--- config.mk ---
export PLATFORM = sky130hd
export DESIGN_NAME = supply_command_frame_slave_top
export DESIGN_NICKNAME = d
export VERILOG_FILES = /design/src/design/scfs_pkg.sv /design/src/design/supply_command_frame_slave_top.sv
export SDC_FILE = /design/constraint.sdc
export NUM_CORES = 1
export LEC_CHECK = 0
export BUFFER_PORTS_ARGS = -buffer_cell sky130_fd_sc_hd__buf_2
export CORE_MARGIN = 2
export CORE_UTILIZATION = 55
export DETAILED_ROUTE_END_ITERATION = 10
export HOLD_SLACK_MARGIN = 0.08
export PLACE_DENSITY = 0.75
export SYNTH_ARGS = -nofsm -noshare
export SYNTH_HDL_FRONTEND = slang
export SYNTH_SLANG_ARGS = --single-unit
--- constraint.sdc ---
create_clock -name clock -period 3.95 [get_ports clock]
set_input_delay 0.395 -clock clock [delete_from_list [all_inputs] [get_ports clock]]
set_output_delay 0.395 -clock clock [all_outputs]
set_load 0.05 [all_outputs]
--- src/design/scfs_pkg.sv ---
// ----------------------------------------------------------------------------
// scfs_pkg: shared types and constants of the supply command frame slave
// Command codes, controller states and the CRC-16/MODBUS byte update.
// ----------------------------------------------------------------------------
`default_nettype none
package scfs_pkg;

   localparam int FRAME_BYTES_DEF = 20;

   localparam logic [7:0] CMD_OUTPUT   = 8'h20;
   localparam logic [7:0] CMD_SET_V    = 8'h21;
   localparam logic [7:0] CMD_SET_I    = 8'h22;
   localparam logic [7:0] CMD_SET_P    = 8'h23;
   localparam logic [7:0] CMD_READ_M   = 8'h26;
   localparam logic [7:0] CMD_RATINGS  = 8'h27;
   localparam logic [7:0] CMD_READ_SP  = 8'h28;
   localparam logic [7:0] CMD_SET_ID   = 8'h29;
   localparam logic [7:0] CMD_STATUS   = 8'h2a;

   localparam logic [2:0] ACT_NONE  = 3'd0;
   localparam logic [2:0] ACT_ON    = 3'd1;
   localparam logic [2:0] ACT_DELAY = 3'd2;
   localparam logic [2:0] ACT_CYCLE = 3'd3;
   localparam logic [2:0] ACT_OFF   = 3'd4;

   localparam logic [1:0] MODE_CV = 2'd0;
   localparam logic [1:0] MODE_CC = 2'd1;
   localparam logic [1:0] MODE_CP = 2'd2;

   localparam logic       REG_DELAY_EN = 1'b0;
   localparam logic       REG_CYCLE_EN = 1'b1;

   typedef enum logic [2:0] {
      ST_RX,      // taking bytes
      ST_CHECK,   // reading buffer, running the CRC
      ST_FETCH,   // reading the command bytes 1, 3, 4
      ST_EXEC,    // executing the command
      ST_REPLY    // sending reply items
   } state_type;

   function automatic logic [15:0] crc_byte(input logic [15:0] crc, input logic [7:0] data);
      logic [15:0] c;
      c = crc ^ {8'h00, data};
      for (int b = 0; b < 8; b++) begin
         c = c[0] ? ((c >> 1) ^ 16'hA001) : (c >> 1);
      end
      return c;
   endfunction

endpackage
`default_nettype wire

--- src/design/supply_command_frame_slave_top.sv ---
// ----------------------------------------------------------------------------
// supply_command_frame_slave_top: Modbus-RTU style command slave
// Buffers a frame, checks address and CRC, runs one command, sends a reply.
// ----------------------------------------------------------------------------
// A received byte is one item on the req_ channel; tlast marks the last byte
// of a frame. Bytes are written into a frame memory (one write port, one
// registered read port). Bytes not ending a frame are taken back to back.
// At frame end the controller reads the frame back one byte a cycle through
// the memory read port, folding each byte into the CRC. It then reads the
// command bytes through the same registered read port, decodes and
// executes the command in the execute state, and sends
// the reply: one item per cycle on rsp_ as long as rsp_tready is high, up to
// 14 items with the CRC appended. No new byte is accepted until the last
// reply item has been formed; that item may still wait in the output register
// while the next frame comes in. The measured voltage and current taken are
// those carried with the frame's last byte. A reply item is held in an output
// register until it is taken, and the next one is loaded on the same edge, so
// a reply streams without gaps. Frames shorter than four bytes, longer than
// the buffer, from a foreign address or with a bad CRC are dropped silently,
// as are unknown commands.
`default_nettype none
module supply_command_frame_slave_top
   import scfs_pkg::*;
#(
   parameter int FRAME_BYTES = FRAME_BYTES_DEF
) (
   input  wire logic        clock,
   input  wire logic        reset,
   input  wire logic        req_tvalid,
   output logic             req_tready,
   input  wire logic [39:0] req_tdata,   // rx_byte, measured_voltage, measured_current
   input  wire logic        req_tlast,   // frame_end
   output logic             rsp_tvalid,
   input  wire logic        rsp_tready,
   output logic [7:0]       rsp_tdata,   // tx_byte
   output logic             rsp_tlast,   // tx_last
   output logic [5:0]       rsp_tuser,   // output_action, save_request, regulation_mode
   input  wire logic        csr_we,
   input  wire logic        csr_index,
   input  wire logic        csr_wdata
);
   localparam int AW = $clog2(FRAME_BYTES);
   localparam int CW = $clog2(FRAME_BYTES + 1);

   // Frame memory.
   logic [7:0]    mem [FRAME_BYTES];
   logic          mem_we;
   logic [AW-1:0] mem_waddr, mem_raddr;
   logic [7:0]    mem_rdata_ff;

   always_ff @(posedge clock) begin
      if (mem_we) mem[mem_waddr] <= req_tdata[7:0];
      mem_rdata_ff <= mem[mem_raddr];
   end

   state_type     state_ff, state_in;
   logic [CW-1:0] count_ff, count_in;
   logic          ovf_ff, ovf_in;
   logic [CW-1:0] idx_ff, idx_in;      // read address issued
   logic [15:0]   crc_ff, crc_in;
   logic [7:0]    addr_b_ff, addr_b_in, crc_lo_ff, crc_lo_in;
   logic [7:0]    cmd_ff, cmd_in, b3_ff, b3_in, b4_ff, b4_in;
   logic [15:0]   mv_ff, mv_in, mc_ff, mc_in;
   logic [7:0]    node_ff, node_in;
   logic [15:0]   vsp_ff, vsp_in, isp_ff, isp_in, psp_ff, psp_in;
   logic [1:0]    mode_ff, mode_in;
   logic          oen_ff, oen_in, dly_en_ff, cyc_en_ff;
   logic [2:0]    act_ff, act_in;
   logic          save_ff, save_in;
   logic [7:0]    rep_ff [14];
   logic [7:0]    rep_in [14];
   logic [3:0]    rlen_ff, rlen_in, rpos_ff, rpos_in;
   logic          ovalid_ff, ovalid_in, olast_ff, olast_in;
   logic [7:0]    obyte_ff, obyte_in;
   logic [5:0]    ouser_ff, ouser_in;

   assign req_tready = (state_ff == ST_RX);
   assign rsp_tvalid = ovalid_ff;
   assign rsp_tdata  = obyte_ff;
   assign rsp_tlast  = olast_ff;
   assign rsp_tuser  = ouser_ff;

   always_ff @(posedge clock) begin
      if (reset) begin
         dly_en_ff <= 1'b0;
         cyc_en_ff <= 1'b0;
      end else if (csr_we) begin
         if (csr_index == REG_DELAY_EN) dly_en_ff <= csr_wdata;
         if (csr_index == REG_CYCLE_EN) cyc_en_ff <= csr_wdata;
      end
   end

   always_comb begin
      logic          take;
      logic [15:0]   d;
      logic [3:0]    n;
      state_in  = state_ff;
      count_in  = count_ff;
      ovf_in    = ovf_ff;
      idx_in    = idx_ff;
      crc_in    = crc_ff;
      addr_b_in = addr_b_ff;
      crc_lo_in = crc_lo_ff;
      cmd_in    = cmd_ff;
      b3_in     = b3_ff;
      b4_in     = b4_ff;
      mv_in     = mv_ff;
      mc_in     = mc_ff;
      node_in   = node_ff;
      vsp_in    = vsp_ff;
      isp_in    = isp_ff;
      psp_in    = psp_ff;
      mode_in   = mode_ff;
      oen_in    = oen_ff;
      act_in    = act_ff;
      save_in   = save_ff;
      rep_in    = rep_ff;
      rlen_in   = rlen_ff;
      rpos_in   = rpos_ff;
      ovalid_in = ovalid_ff;
      olast_in  = olast_ff;
      obyte_in  = obyte_ff;
      ouser_in  = ouser_ff;
      mem_we    = 1'b0;
      mem_waddr = count_ff[AW-1:0];
      mem_raddr = idx_ff[AW-1:0];
      d = 16'h0;
      n = 4'd0;
      take = rsp_tready || !ovalid_ff;
      if (ovalid_ff && rsp_tready) ovalid_in = 1'b0;

      case (state_ff)
         ST_RX: begin
            if (req_tvalid) begin
               if (count_ff < CW'(FRAME_BYTES)) begin
                  mem_we   = 1'b1;
                  count_in = count_ff + 1'b1;
               end else begin
                  ovf_in = 1'b1;
               end
               if (req_tlast) begin
                  mv_in    = req_tdata[23:8];
                  mc_in    = req_tdata[39:24];
                  count_in = '0;
                  ovf_in   = 1'b0;
                  idx_in   = '0;
                  crc_in   = 16'hFFFF;
                  if (!ovf_ff && count_ff < CW'(FRAME_BYTES)
                      && count_ff + 1'b1 >= CW'(4)) begin
                     // count_ff now holds the frame length minus one
                     count_in = count_ff + 1'b1;
                     state_in = ST_CHECK;
                  end
               end
            end
         end
         ST_CHECK: begin
            // idx_ff is the address issued this cycle; data of idx_ff-1 is out
            if (idx_ff != '0) begin
               if (idx_ff - 1'b1 == '0) addr_b_in = mem_rdata_ff;
               if (idx_ff - 1'b1 < count_ff - CW'(2))
                  crc_in = crc_byte(crc_ff, mem_rdata_ff);
               else if (idx_ff - 1'b1 == count_ff - CW'(2))
                  crc_lo_in = mem_rdata_ff;
            end
            idx_in = idx_ff + 1'b1;
            if (idx_ff == count_ff) begin
               count_in = '0;
               if ((addr_b_ff == node_ff || addr_b_ff == 8'h00)
                   && {mem_rdata_ff, crc_lo_ff} == crc_ff) begin
                  idx_in   = CW'(1);
                  state_in = ST_FETCH;
               end else begin
                  state_in = ST_RX;
               end
            end
         end
         ST_FETCH: begin
            // read bytes 1, 3, 4 (byte 2 read but unused)
            if (idx_ff == CW'(2)) cmd_in = mem_rdata_ff;
            if (idx_ff == CW'(4)) b3_in  = mem_rdata_ff;
            if (idx_ff == CW'(5)) b4_in  = mem_rdata_ff;
            idx_in = idx_ff + 1'b1;
            if (idx_ff == CW'(5)) state_in = ST_EXEC;
         end
         ST_EXEC: begin
            d = {b3_ff, b4_ff};
            act_in  = ACT_NONE;
            save_in = 1'b0;
            for (int k = 0; k < 14; k++) rep_in[k] = 8'h00;
            rep_in[0] = node_ff;
            rep_in[1] = cmd_ff;
            state_in  = ST_REPLY;
            case (cmd_ff)
               CMD_OUTPUT: begin
                  if (b3_ff == 8'h01) begin
                     if (dly_en_ff) act_in = ACT_DELAY;
                     else if (cyc_en_ff) act_in = ACT_CYCLE;
                     else begin
                        act_in = ACT_ON;
                        oen_in = 1'b1;
                     end
                  end else begin
                     act_in = ACT_OFF;
                     oen_in = 1'b0;
                  end
                  rep_in[2] = 8'h01; rep_in[3] = b3_ff; n = 4'd4;
               end
               CMD_SET_V, CMD_SET_I, CMD_SET_P: begin
                  if (cmd_ff == CMD_SET_V) begin
                     vsp_in = d; mode_in = MODE_CV;
                  end else if (cmd_ff == CMD_SET_I) begin
                     isp_in = d; mode_in = MODE_CC;
                  end else begin
                     psp_in = d; mode_in = MODE_CP;
                  end
                  save_in = 1'b1;
                  rep_in[2] = 8'h02; rep_in[3] = b3_ff; rep_in[4] = b4_ff; n = 4'd5;
               end
               CMD_READ_M: begin
                  rep_in[2] = 8'h04;
                  rep_in[3] = mv_ff[15:8]; rep_in[4] = mv_ff[7:0];
                  rep_in[5] = mc_ff[15:8]; rep_in[6] = mc_ff[7:0];
                  n = 4'd7;
               end
               CMD_RATINGS: begin
                  rep_in[2] = 8'h06;
                  rep_in[3] = 8'h1F; rep_in[4] = 8'h40; rep_in[5] = 8'h02;
                  rep_in[6] = 8'h27; rep_in[7] = 8'h10; rep_in[8] = 8'h02;
                  rep_in[9] = 8'h17; rep_in[10] = 8'h70; rep_in[11] = 8'h00;
                  n = 4'd12;
               end
               CMD_READ_SP: begin
                  rep_in[2] = 8'h05; rep_in[3] = {7'h0, oen_ff};
                  rep_in[4] = vsp_ff[15:8]; rep_in[5] = vsp_ff[7:0];
                  rep_in[6] = isp_ff[15:8]; rep_in[7] = isp_ff[7:0];
                  n = 4'd8;
               end
               CMD_SET_ID: begin
                  rep_in[2] = 8'h01; rep_in[3] = b3_ff;
                  node_in = b3_ff; n = 4'd4;
               end
               CMD_STATUS: begin
                  rep_in[2] = 8'h05; rep_in[3] = {7'h0, oen_ff};
                  rep_in[4] = mv_ff[15:8]; rep_in[5] = mv_ff[7:0];
                  rep_in[6] = mc_ff[15:8]; rep_in[7] = mc_ff[7:0];
                  n = 4'd8;
               end
               default: state_in = ST_RX;
            endcase
            rlen_in = n;
            rpos_in = '0;
            crc_in  = 16'hFFFF;
         end
         ST_REPLY: begin
            // body bytes feed the CRC as they go out; then the two CRC bytes
            if (take) begin
               ovalid_in = 1'b1;
               ouser_in  = {mode_ff, save_ff, act_ff};
               rpos_in   = rpos_ff + 1'b1;
               olast_in  = 1'b0;
               if (rpos_ff < rlen_ff) begin
                  obyte_in = rep_ff[rpos_ff];
                  crc_in   = crc_byte(crc_ff, rep_ff[rpos_ff]);
               end else if (rpos_ff == rlen_ff) begin
                  obyte_in = crc_ff[7:0];
               end else begin
                  obyte_in = crc_ff[15:8];
                  olast_in = 1'b1;
                  state_in = ST_RX;
               end
            end
         end
         default: state_in = ST_RX;
      endcase
   end

   always_ff @(posedge clock) begin
      if (reset) begin
         state_ff  <= ST_RX;
         count_ff  <= '0;
         ovf_ff    <= 1'b0;
         node_ff   <= 8'h01;
         vsp_ff    <= '0;
         isp_ff    <= '0;
         psp_ff    <= '0;
         mode_ff   <= MODE_CV;
         oen_ff    <= 1'b0;
         ovalid_ff <= 1'b0;
      end else begin
         state_ff  <= state_in;
         count_ff  <= count_in;
         ovf_ff    <= ovf_in;
         node_ff   <= node_in;
         vsp_ff    <= vsp_in;
         isp_ff    <= isp_in;
         psp_ff    <= psp_in;
         mode_ff   <= mode_in;
         oen_ff    <= oen_in;
         ovalid_ff <= ovalid_in;
      end
   end

   always_ff @(posedge clock) begin
      idx_ff    <= idx_in;
      crc_ff    <= crc_in;
      addr_b_ff <= addr_b_in;
      crc_lo_ff <= crc_lo_in;
      cmd_ff    <= cmd_in;
      b3_ff     <= b3_in;
      b4_ff     <= b4_in;
      mv_ff     <= mv_in;
      mc_ff     <= mc_in;
      act_ff    <= act_in;
      save_ff   <= save_in;
      rep_ff    <= rep_in;
      rlen_ff   <= rlen_in;
      rpos_ff   <= rpos_in;
      olast_ff  <= olast_in;
      obyte_ff  <= obyte_in;
      ouser_ff  <= ouser_in;
   end

endmodule
`default_nettype wire

==> qor.yml <==
status: "completed"
hold_path_class: "in2reg"
grt_pass1_vias: 10100
cap_viol_max_count: 0
die_height_um: 179.9
pin_count: 65
hold_viol_final: 0
htree_levels: 2
cts_root_buffer: "clkbuf_16"
coreArea_um2: 30510
fillers: 2155
vias: 10304
cp.arrival_ns: 3.72
grt_use_total_pct: 24.33
yosysTopAreaCell: "edfxtp_1"
cp_max_fo: 12
ys_async_sr_fraction_pct: 0
area_growth_pct: 13.85
cts.path.max_buffers: 3
dieWidth_um: 179.9
ys_warn_count: 0
finalCriticalPeriod_ns: 3.428
grt_max_degree: 56
worst_pin_slew_ns: 1.184
yosysSeqAreaShare_pct: 67.39
leakage_nw: 6.594
die_area_um2: 32370
cp.required_ns: 4.24
synthMuxAreaShare_pct: 9.938
cts_tree: "done"
utilization_pct: 63.52
synth-seq-cells: 403
synthesis.area_um2: 17020
antenna_cells: 0
synthTopCellsByArea: "edfxtp_1 (60%), dfxtp_1 (7.4%), mux4_2 (7.1%), xnor2_1 (3.2%), nand2_1 (2.4%)"
irDropWorstVdd_v: 0.0003834
synthTopCellsByCount: "edfxtp_1 (340), nand2_1 (108), nor2_1 (88)"
final_nets: 1323
worstSetupPathType: "reg2reg"
dr.pass1.iters: 6
slew_violations: 0
insertion_delay_ns: 0.54
synth_top_family_by_area: "multiplexers"
grt_remaining_overflow: 0
clock-skew-final_ns: 0.02842
vias_per_cell: 6.130
initial_utilization_pct: 55.79
synthCells: 1152
drt_iter0_markers: 1424
maxSlewHeadroom_pct: 20.77
yosys.area_share.simple_pct: 7.417
dp_hpwl_um: 26180
yosysMostFrequentCell: "edfxtp_1"
place_congestion: 0.8644
post-synth-top-area-fraction_pct: 59.98
yosys.area_share.adder_pct: 1.544
end_kind: "flip-flop"
syn_nets: 1221
drive_gt1_share_pct: 18.05
antenna_found_initial: 0
synth-compound-area-share_pct: 7.123
grt_pass1_wl_um: 60110
wire_per_inst_um: 23.38
synthXorXnorAreaFrac_pct: 4.543
row_count: 64
period_share_pct: 86.80
synth-edff-count: 340
final_cell_area_um2: 19380
syn_area_per_cell_um2: 14.78
rsz0062_at_grt: "false"
timing.fmax_ghz: 0.2917
synthFlopType: "edfxtp_1"
placed_area_um2: 17780
startpoint_type: "flip-flop"
routed_wl_um: 39300
numPortBuffers: 64
ant_nets: 0
tns_ns: 0
cts_made_buffers: 40
setup_violations: 0
ys_types: 61
powerDensity_nw_per_um2: 466.0
clkSlewWorstSetupHoldPaths_ns: 0.06
clock-sinks: 403
drc: 0
worst paths after layout:
| path | start | to | slack, ns | cells past startpoint |
|---|---|---|---|---|
| worst max-delay path | rpos_ff[1] | crc_ff[0] | 0.52 | 9 |
| worst min-delay path | csr_wdata | cyc_en_ff | 0.13 | 3 |
| worst max register to register | rpos_ff[1] | crc_ff[0] | 0.52 | 9 |
| worst min register to register | act_ff[1] | rsp_tuser[1] | 0.42 | 0 |
report_power, final:
group	leakage, nW	total [W]	switching, W	internal (W)
sequential	3.59	0.00478	0.0000941	0.00468
combinational	2.37	0.000569	0.000297	0.000271
clock	0.628	0.00369	0.00155	0.00213
state kept, by name, indices dropped and copies added, names as in the netlist, 3 cells and up:
name	count
cmd_ff	8
mc_ff	16
idx_ff	5
rsp_tuser	6
rpos_ff	4
isp_ff	16
rsp_tdata	8
node_ff	8
act_ff	3
mem	160
b4_ff	8
mem_rdata_ff	8
mv_ff	16
addr_b_ff	8
state_ff	3
crc_ff	16
rep_ff	60
b3_ff	8
count_ff	5
crc_lo_ff	8
vsp_ff	16
rlen_ff	4
per-stage QoR:
stage / power (W) / hold WS, ns / cells / worst slack [ns]
6_report: 0.009030 / 0.1321 / 1681 / 0.5215
5_1_grt: 0.009294 / 0.1397 / 1681 / 0.3426
4_1_cts: 0.009076 / 0.1186 / 1681 / 0.5298
3_5_place_dp: 0.005406 / 0.4066 / 1576 / 0.5371
3_3_place_gp: 0.005395 / 0.4023 / 1576 / 0.6049
2_1_floorplan: 0.005209 / 0.4003 / 1152 / 0.04144
cell families (layout without fill, tap and decap cells):
family	after synthesis	in the layout
xor gates and xnor gates	79	79
muxes	97	97
adders and majority gates	21	21
AOI/OAI and AO/OA	183	183
DFF	403	403
and+or+nand+nor	281	281
buffers and inverters	88	221
per-layer routing:
layer	global-route usage, %	routed length [um]	vias up
met4	7.350	1018	0
met1	34.93	15840	5062
li1	-	-	4595
met5	0	0	-
met3	5.551	4014	78
met2	37.52	18420	569
worst max-delay path, stage by stage (launching register included):
cell	delay, ns
edfxtp_1	0.64
buf_4	0.23
mux4_1	0.54
mux2_2	0.29
a21oi_1	0.27
xnor3_1	0.31
xor3_2	0.45
xnor2_2	0.17
o21ai_1	0.12
a2bb2oi_2	0.16
repair_timing:
action | 4_1_cts | 5_1_grt
endpoints found under the setup margin | 0 | 0
buffers inserted | 0 | 0
gates resized for setup | 0 | 0
hold endpoints to repair | 32 | 0
hold buffers | 32 | 0
area by class of cell:
class	count	area [um2]	area share [%]
Sequential cell	403	11470	59.19
Multi-Input combinational cell	661	5220	26.94
Clock buffer	62	1185	6.114
Timing Repair Buffer	118	805.8	4.158
Tap cell	396	495.5	2.557
Inverter	30	112.6	0.5811
Clock inverter	11	88.84	0.4584
layout by cell type, fill, tap and decap left out, types with 4 or more instances in the layout:
master / Yosys / layout
edfxtp_1: 340 / 340
nand2_1: 108 / 108
nor2_1: 88 / 88
buf_2: 2 / 64
a21oi_1: 63 / 63
dfxtp_1: 63 / 63
xnor2_1: 62 / 62
mux4_2: 54 / 54
clkbuf_16: 0 / 41
o21ai_0: 40 / 40
dlygate4sd3_1: 0 / 32
inv_1: 29 / 28
buf_4: 0 / 22
ha_1: 21 / 21
mux2_2: 20 / 20
mux2i_1: 19 / 19
a22o_1: 17 / 17
nand3_1: 16 / 16
nand2b_1: 14 / 14
clkbuf_1: 44 / 13
a221o_1: 12 / 12
a222oi_1: 12 / 12
xor2_1: 11 / 11
nor3_1: 11 / 10
nand4_1: 9 / 9
nor2b_1: 8 / 8
a22oi_1: 8 / 8
clkbuf_8: 0 / 8
a221oi_1: 6 / 6
a31oi_1: 5 / 5
clkinv_2: 0 / 5
nor4_1: 5 / 4
Note: power is estimated with default switching activity, not from simulation.
